===== config.mk =====
export PLATFORM = sky130hd
export DESIGN_NAME = serial_frame_receiver_checksum_top_flat
export DESIGN_NICKNAME = d
export VERILOG_FILES = /design/src/rtl/core/sfrc_pkg.sv /design/src/rtl/core/sfrc_ifs.sv /design/src/rtl/core/serial_frame_receiver_checksum_top.sv /design/src/rtl/core/sfrc_datapath.sv /design/src/rtl/core/sfrc_ctrl.sv /design/src/flat_wrapper.sv
export SDC_FILE = /design/constraint.sdc
export NUM_CORES = 1
export LEC_CHECK = 0
export BUFFER_PORTS_ARGS = -buffer_cell sky130_fd_sc_hd__buf_2
export CAP_MARGIN = 20
export CORE_ASPECT_RATIO = 1.4
export CORE_UTILIZATION = 55
export DETAILED_ROUTE_END_ITERATION = 7
export PLACE_DENSITY_LB_ADDON = 0.2
export SETUP_SLACK_MARGIN = 0.02
export SLEW_MARGIN = 30
export SYNTH_ARGS = -nofsm -noshare
export SYNTH_HDL_FRONTEND = slang
export SYNTH_HIERARCHICAL = 1
export SYNTH_SLANG_ARGS = --single-unit
export TNS_END_PERCENT = 20

===== constraint.sdc =====
create_clock -name clk -period 4.86 [get_ports clk]
set_input_delay 0.243 -clock clk [delete_from_list [all_inputs] [get_ports clk]]
set_output_delay 0.243 -clock clk [all_outputs]
set_load 0.02 [all_outputs]

===== src/rtl/core/sfrc_pkg.sv =====
package sfrc_pkg;

    // Build-time default for the number of 32-bit words in one frame.
    localparam int PAYLOAD_WORDS_DEF = 15;

    localparam logic [7:0] HEADER_BYTE_DEF = 8'hBB;
    localparam logic [7:0] FRAME_TYPE_DEF  = 8'h02;

    localparam int BYTE_W  = 8;
    localparam int WORD_W  = 32;
    localparam int INDEX_W = 4;

    // Configuration register indexes.
    localparam int CFG_IDX_W = 1;
    typedef enum logic [CFG_IDX_W-1:0] {
        CFG_HEADER_BYTE = 1'b0,
        CFG_FRAME_TYPE  = 1'b1
    } cfg_idx_t;

    typedef enum logic [3:0] {
        ST_HDR1,
        ST_HDR2,
        ST_TYPE,
        ST_LEN,
        ST_PAYLOAD,
        ST_CSUM,
        ST_READ,
        ST_SEND,
        ST_ERR
    } state_t;

    // Commands from the controller to the datapath.
    typedef struct packed {
        logic load_sum;
        logic add_sum;
        logic start_payload;
        logic take_payload;
        logic clear_word;
        logic read_word;
        logic next_word;
        logic err_result;
    } cmd_t;

    // Status from the datapath to the controller.
    typedef struct packed {
        logic hdr_match;
        logic type_match;
        logic len_match;
        logic payload_last;
        logic csum_match;
        logic word_last;
    } stat_t;

endpackage


===== src/rtl/core/sfrc_ifs.sv =====
interface sfrc_byte_if;
    logic                        valid;
    logic                        ready;
    logic [sfrc_pkg::BYTE_W-1:0] rx_byte;

    modport source (output valid, output rx_byte, input ready);
    modport sink   (input valid, input rx_byte, output ready);
endinterface

interface sfrc_result_if;
    logic                                valid;
    logic                                ready;
    logic [sfrc_pkg::INDEX_W-1:0]        word_index;
    logic signed [sfrc_pkg::WORD_W-1:0]  word_value;
    logic                                frame_status;
    logic                                last;

    modport source (output valid, output word_index, output word_value,
                    output frame_status, output last, input ready);
    modport sink   (input valid, input word_index, input word_value,
                    input frame_status, input last, output ready);
endinterface

interface sfrc_cfg_if;
    logic                           valid;
    logic                           ready;
    logic [sfrc_pkg::CFG_IDX_W-1:0] index;
    logic [sfrc_pkg::BYTE_W-1:0]    data;

    modport source (output valid, output index, output data, input ready);
    modport sink   (input valid, input index, input data, output ready);
endinterface


===== src/rtl/core/serial_frame_receiver_checksum_top.sv =====
// Serial frame receiver with checksum.
// rx carries one received byte per item. Frames are two header bytes, a type
// byte, a length byte equal to four times PAYLOAD_WORDS, the payload and a
// checksum byte that must equal the 8-bit sum of all earlier frame bytes.
// A byte that breaks the expected pattern sends the parser back to header
// hunting; that byte is dropped and not rechecked as a header.
// After a good checksum, res carries PAYLOAD_WORDS big-endian signed words
// in thousandths, last set on the final one; each word is first read from
// the word store (ST_READ) and then offered (ST_SEND). A bad checksum
// yields one result with frame_status set and last set, in the cycle after
// the checksum byte. rx.ready stays low for the whole burst.
// If the receiver holds res.ready low, the offered result waits unchanged.
// cfg writes header_byte (index 0) and frame_type (index 1); it is always
// ready and should be written only while no frame is being parsed.
// Reset returns the parser to header hunting, sets header_byte to 0xBB and
// frame_type to 0x02. The word store needs no clearing: each frame fills it.
module serial_frame_receiver_checksum_top #(
    parameter int PAYLOAD_WORDS = sfrc_pkg::PAYLOAD_WORDS_DEF
) (
    input  logic          clk,
    input  logic          rst_n,
    sfrc_byte_if.sink     rx,
    sfrc_result_if.source res,
    sfrc_cfg_if.sink      cfg
);

    sfrc_pkg::cmd_t  cmd;
    sfrc_pkg::stat_t stat;

    assign cfg.ready = 1'b1;

    sfrc_ctrl u_ctrl (
        .clk       (clk),
        .rst_n     (rst_n),
        .in_valid  (rx.valid),
        .out_ready (res.ready),
        .stat      (stat),
        .in_ready  (rx.ready),
        .out_valid (res.valid),
        .cmd       (cmd)
    );

    sfrc_datapath #(
        .PAYLOAD_WORDS (PAYLOAD_WORDS)
    ) u_datapath (
        .clk          (clk),
        .rst_n        (rst_n),
        .rx_byte      (rx.rx_byte),
        .cfg_write    (cfg.valid),
        .cfg_index    (cfg.index),
        .cfg_data     (cfg.data),
        .cmd          (cmd),
        .stat         (stat),
        .word_index   (res.word_index),
        .word_value   (res.word_value),
        .frame_status (res.frame_status),
        .last         (res.last)
    );

endmodule


===== src/rtl/core/sfrc_datapath.sv =====
module sfrc_datapath #(
    parameter int PAYLOAD_WORDS = sfrc_pkg::PAYLOAD_WORDS_DEF
) (
    input  logic                               clk,
    input  logic                               rst_n,
    input  logic [sfrc_pkg::BYTE_W-1:0]        rx_byte,
    input  logic                               cfg_write,
    input  logic [sfrc_pkg::CFG_IDX_W-1:0]     cfg_index,
    input  logic [sfrc_pkg::BYTE_W-1:0]        cfg_data,
    input  sfrc_pkg::cmd_t                     cmd,
    output sfrc_pkg::stat_t                    stat,
    output logic [sfrc_pkg::INDEX_W-1:0]       word_index,
    output logic signed [sfrc_pkg::WORD_W-1:0] word_value,
    output logic                               frame_status,
    output logic                               last
);

    localparam int FRAME_LEN = 4 * PAYLOAD_WORDS;
    localparam int WIDX_W    = (PAYLOAD_WORDS > 1) ? $clog2(PAYLOAD_WORDS) : 1;

    logic [7:0]                   header_reg, header_next;
    logic [7:0]                   type_reg, type_next;
    logic [7:0]                   sum_reg, sum_next;
    logic [7:0]                   pos_reg, pos_next;
    logic [23:0]                  shift_reg, shift_next;
    logic [WIDX_W-1:0]            word_reg, word_next;
    logic [sfrc_pkg::WORD_W-1:0]  rd_data_reg;
    logic [sfrc_pkg::WORD_W-1:0]  word_mem [PAYLOAD_WORDS];

    always_comb
    begin
        header_next = header_reg;
        type_next   = type_reg;
        if (cfg_write)
        begin
            case (cfg_index)
                sfrc_pkg::CFG_HEADER_BYTE: header_next = cfg_data;
                sfrc_pkg::CFG_FRAME_TYPE:  type_next   = cfg_data;
                default:                   header_next = header_reg;
            endcase
        end
    end

    always_comb
    begin
        sum_next   = sum_reg;
        pos_next   = pos_reg;
        shift_next = shift_reg;
        word_next  = word_reg;
        if (cmd.load_sum)
            sum_next = rx_byte;
        else if (cmd.add_sum || cmd.take_payload)
            sum_next = 8'(sum_reg + rx_byte);
        if (cmd.start_payload)
            pos_next = '0;
        else if (cmd.take_payload)
        begin
            pos_next   = 8'(pos_reg + 8'd1);
            shift_next = {shift_reg[15:0], rx_byte};
        end
        if (cmd.clear_word)
            word_next = '0;
        else if (cmd.next_word)
            word_next = WIDX_W'(word_reg + 1'b1);
    end

    always_ff @(posedge clk or negedge rst_n)
    begin
        if (!rst_n)
        begin
            header_reg <= sfrc_pkg::HEADER_BYTE_DEF;
            type_reg   <= sfrc_pkg::FRAME_TYPE_DEF;
            sum_reg    <= '0;
            pos_reg    <= '0;
            word_reg   <= '0;
        end
        else
        begin
            header_reg <= header_next;
            type_reg   <= type_next;
            sum_reg    <= sum_next;
            pos_reg    <= pos_next;
            word_reg   <= word_next;
        end
    end

    always_ff @(posedge clk)
    begin
        shift_reg <= shift_next;
    end

    // The fourth byte of each word completes it and writes the word store.
    always_ff @(posedge clk)
    begin
        if (cmd.take_payload && (pos_reg[1:0] == 2'b11))
            word_mem[pos_reg[WIDX_W+1:2]] <= {shift_reg, rx_byte};
        if (cmd.read_word)
            rd_data_reg <= word_mem[word_reg];
    end

    assign stat.hdr_match    = (rx_byte == header_reg);
    assign stat.type_match   = (rx_byte == type_reg);
    assign stat.len_match    = (rx_byte == 8'(FRAME_LEN));
    assign stat.payload_last = (pos_reg == 8'(FRAME_LEN - 1));
    assign stat.csum_match   = (rx_byte == sum_reg);
    assign stat.word_last    = (word_reg == WIDX_W'(PAYLOAD_WORDS - 1));

    assign word_index   = cmd.err_result ? '0 : sfrc_pkg::INDEX_W'(word_reg);
    assign word_value   = cmd.err_result ? '0 : $signed(rd_data_reg);
    assign frame_status = cmd.err_result;
    assign last         = cmd.err_result | stat.word_last;

endmodule


===== src/rtl/core/sfrc_ctrl.sv =====
module sfrc_ctrl (
    input  logic            clk,
    input  logic            rst_n,
    input  logic            in_valid,
    input  logic            out_ready,
    input  sfrc_pkg::stat_t stat,
    output logic            in_ready,
    output logic            out_valid,
    output sfrc_pkg::cmd_t  cmd
);

    sfrc_pkg::state_t state_reg, state_next;

    always_comb
    begin
        state_next = state_reg;
        case (state_reg)
            sfrc_pkg::ST_HDR1:
                if (in_valid && stat.hdr_match)
                    state_next = sfrc_pkg::ST_HDR2;
            sfrc_pkg::ST_HDR2:
                if (in_valid)
                    state_next = stat.hdr_match ? sfrc_pkg::ST_TYPE : sfrc_pkg::ST_HDR1;
            sfrc_pkg::ST_TYPE:
                if (in_valid)
                    state_next = stat.type_match ? sfrc_pkg::ST_LEN : sfrc_pkg::ST_HDR1;
            sfrc_pkg::ST_LEN:
                if (in_valid)
                    state_next = stat.len_match ? sfrc_pkg::ST_PAYLOAD : sfrc_pkg::ST_HDR1;
            sfrc_pkg::ST_PAYLOAD:
                if (in_valid && stat.payload_last)
                    state_next = sfrc_pkg::ST_CSUM;
            sfrc_pkg::ST_CSUM:
                if (in_valid)
                    state_next = stat.csum_match ? sfrc_pkg::ST_READ : sfrc_pkg::ST_ERR;
            sfrc_pkg::ST_READ:
                state_next = sfrc_pkg::ST_SEND;
            sfrc_pkg::ST_SEND:
                if (out_ready)
                    state_next = stat.word_last ? sfrc_pkg::ST_HDR1 : sfrc_pkg::ST_READ;
            sfrc_pkg::ST_ERR:
                if (out_ready)
                    state_next = sfrc_pkg::ST_HDR1;
            default:
                state_next = sfrc_pkg::ST_HDR1;
        endcase
    end

    always_comb
    begin
        in_ready  = 1'b0;
        out_valid = 1'b0;
        cmd       = '0;
        case (state_reg)
            sfrc_pkg::ST_HDR1:
            begin
                in_ready     = 1'b1;
                cmd.load_sum = in_valid && stat.hdr_match;
            end
            sfrc_pkg::ST_HDR2:
            begin
                in_ready    = 1'b1;
                cmd.add_sum = in_valid && stat.hdr_match;
            end
            sfrc_pkg::ST_TYPE:
            begin
                in_ready    = 1'b1;
                cmd.add_sum = in_valid && stat.type_match;
            end
            sfrc_pkg::ST_LEN:
            begin
                in_ready          = 1'b1;
                cmd.add_sum       = in_valid && stat.len_match;
                cmd.start_payload = in_valid && stat.len_match;
            end
            sfrc_pkg::ST_PAYLOAD:
            begin
                in_ready         = 1'b1;
                cmd.take_payload = in_valid;
            end
            sfrc_pkg::ST_CSUM:
            begin
                in_ready       = 1'b1;
                cmd.clear_word = in_valid && stat.csum_match;
            end
            sfrc_pkg::ST_READ:
                cmd.read_word = 1'b1;
            sfrc_pkg::ST_SEND:
            begin
                out_valid     = 1'b1;
                cmd.next_word = out_ready;
            end
            sfrc_pkg::ST_ERR:
            begin
                out_valid      = 1'b1;
                cmd.err_result = 1'b1;
            end
            default:
                in_ready = 1'b0;
        endcase
    end

    always_ff @(posedge clk or negedge rst_n)
    begin
        if (!rst_n)
            state_reg <= sfrc_pkg::ST_HDR1;
        else
            state_reg <= state_next;
    end

`ifndef ASSERT_OFF
    // The parser never takes a byte while a result is offered.
    a_no_overlap: assert property (@(posedge clk) disable iff (!rst_n)
        !(in_ready && out_valid))
        else $error("input accepted while a result is pending");

    // A wrong checksum leads to exactly the error result.
    a_bad_csum: assert property (@(posedge clk) disable iff (!rst_n)
        (state_reg == sfrc_pkg::ST_CSUM && in_valid && !stat.csum_match)
        |=> (state_reg == sfrc_pkg::ST_ERR))
        else $error("checksum mismatch did not raise the error result");

    // After the last word is taken the parser hunts for a header again.
    a_burst_end: assert property (@(posedge clk) disable iff (!rst_n)
        (state_reg == sfrc_pkg::ST_SEND && out_ready && stat.word_last)
        |=> (state_reg == sfrc_pkg::ST_HDR1))
        else $error("word burst did not end after the last word");

    // Every word offered was read from the store in the cycle before.
    a_read_first: assert property (@(posedge clk) disable iff (!rst_n)
        $rose(out_valid) && !cmd.err_result |-> $past(cmd.read_word))
        else $error("word offered without a store read");
`endif

endmodule


===== src/flat_wrapper.sv =====
// flat-port wrapper written by rule: the top's interface ports become plain ports
module serial_frame_receiver_checksum_top_flat 
#(
    parameter int PAYLOAD_WORDS = sfrc_pkg::PAYLOAD_WORDS_DEF
)
  (clk, rst_n, rx_valid, rx_rx_byte, rx_ready, res_valid, res_word_index, res_word_value, res_frame_status, res_last, res_ready, cfg_valid, cfg_index, cfg_data, cfg_ready);
  sfrc_byte_if rx_i ();
  sfrc_result_if res_i ();
  sfrc_cfg_if cfg_i ();
  input  logic clk;
  input  logic rst_n;
  input wire logic [$bits(rx_i.valid)-1:0] rx_valid;
  input wire logic [$bits(rx_i.rx_byte)-1:0] rx_rx_byte;
  output wire logic [$bits(rx_i.ready)-1:0] rx_ready;
  output wire logic [$bits(res_i.valid)-1:0] res_valid;
  output wire logic [$bits(res_i.word_index)-1:0] res_word_index;
  output wire logic [$bits(res_i.word_value)-1:0] res_word_value;
  output wire logic [$bits(res_i.frame_status)-1:0] res_frame_status;
  output wire logic [$bits(res_i.last)-1:0] res_last;
  input wire logic [$bits(res_i.ready)-1:0] res_ready;
  input wire logic [$bits(cfg_i.valid)-1:0] cfg_valid;
  input wire logic [$bits(cfg_i.index)-1:0] cfg_index;
  input wire logic [$bits(cfg_i.data)-1:0] cfg_data;
  output wire logic [$bits(cfg_i.ready)-1:0] cfg_ready;
  assign rx_i.valid = rx_valid;
  assign rx_i.rx_byte = rx_rx_byte;
  assign rx_ready = rx_i.ready;
  assign res_valid = res_i.valid;
  assign res_word_index = res_i.word_index;
  assign res_word_value = res_i.word_value;
  assign res_frame_status = res_i.frame_status;
  assign res_last = res_i.last;
  assign res_i.ready = res_ready;
  assign cfg_i.valid = cfg_valid;
  assign cfg_i.index = cfg_index;
  assign cfg_i.data = cfg_data;
  assign cfg_ready = cfg_i.ready;
  serial_frame_receiver_checksum_top #(.PAYLOAD_WORDS(PAYLOAD_WORDS)) u_core (.clk(clk), .rst_n(rst_n), .rx(rx_i), .res(res_i), .cfg(cfg_i));
endmodule

==> impl_results.html <==
<table>
<tr><th>Metric</th><th>Value</th></tr>
<tr><th colspan="2">Run status</th></tr>
<tr><td>Outcome</td><td>finished clean</td></tr>
<tr><th colspan="2">GRT</th></tr>
<tr><td>Number of antenna violations at the first check in global routing</td><td>1</td></tr>
<tr><td>Largest net degree at the start of global routing</td><td>85</td></tr>
<tr><td>Total track usage</td><td>22.47%</td></tr>
<tr><td>Global routing usage on met2</td><td>40.13%</td></tr>
<tr><td>First-pass GRT wire length</td><td>69.63 mm</td></tr>
<tr><td>Met1 routing resource usage after global routing</td><td>28.44%</td></tr>
<tr><td>Overflow after GRT</td><td>0</td></tr>
<tr><td>Met3 track demand over resource in global routing</td><td>2.898%</td></tr>
<tr><td>Via count of the first global-routing pass</td><td>11278</td></tr>
<tr><td>Most Crowded Layer GR</td><td>met2</td></tr>
<tr><th colspan="2">Routing</th></tr>
<tr><td>Detailed Route WL</td><td>45.77 mm</td></tr>
<tr><td>Vias after detailed routing</td><td>10741</td></tr>
<tr><td>Number of vias per cell</td><td>5.971</td></tr>
<tr><td>Drt first-iter violations</td><td>821</td></tr>
<tr><td>Count of TritonRoute iterations in the first routing pass</td><td>5</td></tr>
<tr><td>Detail-routed net length per standard cell</td><td>25.44 um</td></tr>
<tr><td>Post-route DRC violation count</td><td>0</td></tr>
<tr><td>Final ANT Viol Nets</td><td>0</td></tr>
<tr><th colspan="2">Synthesis</th></tr>
<tr><td>Share of the synthesized area in the top cell type</td><td>70.64%</td></tr>
<tr><td>Number of distinct library cell variants in the gate-level netlist after synthesis</td><td>56</td></tr>
<tr><td>Flop and latch count out of synthesis</td><td>576</td></tr>
<tr><td>Count of mapped cells out of synthesis</td><td>1125</td></tr>
<tr><td>Mean post-synth cell area</td><td>20.25 sq um</td></tr>
<tr><td>Fraction of registers with async set or reset after synthesis</td><td>6.944%</td></tr>
<tr><td>Post-Synthesis Net Count</td><td>1158</td></tr>
<tr><td>Count of flip-flops with a built-in enable after synthesis</td><td>536</td></tr>
<tr><td>Synth area leaders</td><td>edfxtp_1 71%, mux4_2 12%, dfrtp_1 3.6%</td></tr>
<tr><td>Most instantiated flip-flop cell in the synthesis netlist</td><td>edfxtp_1</td></tr>
<tr><td>Yosys warning total</td><td>6</td></tr>
<tr><td>Top cell type by total area after synthesis</td><td>edfxtp_1</td></tr>
<tr><td>Register area share after synthesis</td><td>75.07%</td></tr>
<tr><td>Netlist area before placement</td><td>22790 sq um</td></tr>
<tr><th colspan="2">Clocking</th></tr>
<tr><td>CTS hold repair buffers</td><td>9</td></tr>
<tr><td>CTS clock-pin slew for the worst setup and hold paths</td><td>70 ps</td></tr>
<tr><td>Number of buffers inserted during clock tree synthesis</td><td>51</td></tr>
<tr><td>Skew-Pair Late Insertion Delay</td><td>570 ps</td></tr>
<tr><td>CTS tree</td><td>yes</td></tr>
<tr><td>Clock net sink count</td><td>576</td></tr>
<tr><td>Buffer levels on the longest clock path</td><td>3</td></tr>
<tr><td>Clock root buffer</td><td>clkbuf_16</td></tr>
<tr><td>Number of buffers inserted by post-CTS setup repair</td><td>0</td></tr>
<tr><td>Maximum level of the CTS H-tree</td><td>2</td></tr>
<tr><td>Number of gates resized after CTS</td><td>0</td></tr>
<tr><th colspan="2">Floorplanning</th></tr>
<tr><td>Die extent in y</td><td>242.8 um</td></tr>
<tr><td>Initial core utilization</td><td>56.12%</td></tr>
<tr><td>Horizontal extent of the die</td><td>174.0 um</td></tr>
<tr><td>Row count</td><td>87</td></tr>
<tr><td>Core area</td><td>40600 sq um</td></tr>
<tr><td>Floorplan die area</td><td>42260 sq um</td></tr>
<tr><td>I/O Pins</td><td>63</td></tr>
<tr><th colspan="2">Placement</th></tr>
<tr><td>Port Buf Inserts</td><td>61</td></tr>
<tr><td>Final weighted congestion in routability-driven placement</td><td>0.7805</td></tr>
<tr><td>Detail Placement HPWL</td><td>28.37 mm</td></tr>
<tr><th colspan="2">Power</th></tr>
<tr><td>Pwr Total</td><td>0.01002 W</td></tr>
<tr><td>IR drop worst, VDD</td><td>0.2838 mV</td></tr>
<tr><td>LEAKAGE</td><td>8.391 nW</td></tr>
<tr><td>Power Dens Cells</td><td>388.1 nW/um^2</td></tr>
<tr><th colspan="2">STA</th></tr>
<tr><td>Post-Route Setup TNS</td><td>0 ps</td></tr>
<tr><td>Worst clock skew</td><td>12.31 ps</td></tr>
<tr><td>Final count of hold timing violations</td><td>0</td></tr>
<tr><td>Final critical path time including I/O delays and setup</td><td>3436 ps</td></tr>
<tr><td>RSZ-0062 raised after global routing</td><td>false</td></tr>
<tr><td>Period utilization</td><td>70.71%</td></tr>
<tr><td>Slew headroom</td><td>37.60%</td></tr>
<tr><td>Max Transition Viols Final</td><td>0</td></tr>
<tr><td>Worst Tran Pin Value</td><td>933.8 ps</td></tr>
<tr><td>Smallest hold slack</td><td>97.75 ps</td></tr>
<tr><td>Final number of setup-violating endpoints</td><td>0</td></tr>
<tr><td>Maximum frequency from static timing analysis</td><td>291.0 MHz</td></tr>
<tr><th colspan="2">Worst setup path</th></tr>
<tr><td>Worst r2r src</td><td>u_core/u_ctrl/state_reg[2]</td></tr>
<tr><td>Cell chain of the critical path</td><td>nand2b_1 -&gt; nor4b_1 -&gt; buf_4 -&gt; nand2_1 -&gt; or3_1 -&gt; nor2_4 -&gt; buf_4</td></tr>
<tr><td>Worst path top cell family by delay</td><td>simple AND/OR/NAND/NOR gates</td></tr>
<tr><td>Crit path capture</td><td>u_core/u_datapath/word_mem[6][20]</td></tr>
<tr><td>Slowest CP cell</td><td>nor2_4</td></tr>
<tr><td>Setup slack of the worst register-to-register path</td><td>1420 ps</td></tr>
<tr><td>WP data arrival</td><td>3700 ps</td></tr>
<tr><td>Setup CP Type</td><td>flip-flop to flip-flop</td></tr>
<tr><td>Req. time, crit path</td><td>5130 ps</td></tr>
<tr><td>R2R Path End</td><td>u_core/u_datapath/word_mem[6][20]</td></tr>
<tr><td>Largest fanout of any net on the critical path</td><td>21</td></tr>
<tr><td>Worst path depth</td><td>7</td></tr>
<tr><td>Critical path buffer and inverter count</td><td>2</td></tr>
<tr><td>CP Launch Point</td><td>u_core/u_ctrl/state_reg[2]</td></tr>
<tr><td>Crit end category</td><td>flip-flop</td></tr>
<tr><td>Max incr delay on CP</td><td>780 ps</td></tr>
<tr><td>Cell repeated most along the worst path</td><td>buf_4</td></tr>
<tr><td>Startpoint kind of the worst setup timing path</td><td>flip-flop</td></tr>
<tr><td>Path depth of the worst reg2reg path</td><td>7</td></tr>
<tr><th colspan="2">Finish</th></tr>
<tr><td>Most frequent cells in the layout</td><td>536 x edfxtp_1, 119 x mux4_2, 60 x buf_2</td></tr>
<tr><td>Number of flip-flops under the largest register name</td><td>480</td></tr>
<tr><td>Share of post-route cells with drive strength above 1</td><td>27.98%</td></tr>
<tr><td>Antenna fix cells</td><td>0</td></tr>
<tr><td>Final #Nets</td><td>1257</td></tr>
<tr><td>Final Core Density</td><td>63.56%</td></tr>
<tr><td>Most common cell after layout, fill and taps aside</td><td>edfxtp_1</td></tr>
<tr><td>Area growth syn-to-layout</td><td>13.26%</td></tr>
<tr><th colspan="2">Hold path</th></tr>
<tr><td>Worst hold path class</td><td>input port to flip-flop</td></tr>
<tr><th colspan="2">Flow run</th></tr>
<tr><td>Max-cap violation count</td><td>0</td></tr>
</table>
## routing by layer
layer / up-vias / wire length (um)
met3: 85 / 1675
met5: - / 0
met1: 5661 / 18090
met2: 252 / 24750
met4: 0 / 1253
li1: 4743 / -
## stage by stage
| step | worst slack (ps) | area [sq um] | std cells |
|---|---|---|---|
| detailed placement | 1456 | 24040 | 1696 |
| floorplan | 416.3 | 22790 | 1125 |
| CTS | 1448 | 25800 | 1799 |
| global route | 1251 | 25810 | 1799 |
| finish | 1424 | 25810 | 1799 |
| global placement | 1546 | 23770 | 1684 |
## final cells by class
| type | instances | area (sq um) |
|---|---|---|
| timing repair buffer | 106 | 900.9 |
| inverter | 10 | 37.54 |
| multi-input combinational | 479 | 5411 |
| fill | 2747 | 14800 |
| sequential | 576 | 17120 |
| clock buffer | 56 | 1305 |
| clock inverter | 38 | 369.1 |
| tap | 534 | 668.1 |
## power breakdown
group	total, W	internal, W	switching, W
Clock	0.00405	0.00231	0.00173
Sequential	0.00549	0.00542	0.0000652
Combinational	0.000481	0.000248	0.000233
## cells by family after synthesis
family | after synthesis | share of synthesized area (%)
muxes | 186 | 15.50
buffers and inverters | 70 | 1.691
AOI/OAI and AO/OA | 78 | 2.043
other | 1 | 0.01646
and+or+nand+nor | 175 | 3.970
xor gates and xnor gates | 28 | 1.076
adders and majority gates | 11 | 0.6370
DFF | 576 | 75.07
## synth_stat cells (3+ instances only)
library cell / instances
nor2b_1: 41
a21oi_1: 14
inv_1: 10
nand3_1: 4
buf_1: 6
dfstp_2: 7
nor2_1: 35
mux2i_1: 37
dfrtp_1: 33
buf_6: 5
ha_1: 10
or3_1: 5
nand2b_1: 4
clkbuf_1: 29
buf_12: 3
buf_2: 14
or2_2: 4
o21a_1: 3
o21ai_0: 41
edfxtp_1: 536
xnor2_1: 20
o211ai_1: 4
mux4_2: 119
nor3b_1: 3
nor4_1: 4
a211oi_1: 3
and3_1: 3
mux4_1: 9
nand2_1: 45
nor4b_1: 3
nor3_1: 9
mux2_2: 19
nand4_1: 9
xor2_1: 8
## tightest hold or removal path, delay by kind of cell
family / cells / cell delay [ps]
buffers and inverters: 1 / 110
AOI/OAI and AO/OA: 3 / 260
## how the worst min path moves through the flow
stage,slack (ps),start,depth (start not counted),to
after global routing,100,res_ready,4,u_core/u_ctrl/state_reg[2]
after global placement,440,rst_n,1,u_core/u_datapath/type_reg[5]
final,100,res_ready,4,u_core/u_ctrl/state_reg[2]
after floorplan,-50,rst_n,0,u_core/u_ctrl/state_reg[0]
after detailed placement,450,rst_n,1,u_core/u_datapath/type_reg[5]
after CTS,70,res_ready,4,u_core/u_ctrl/state_reg[2]
No activity file was read; power rests on OpenSTA's default activity.
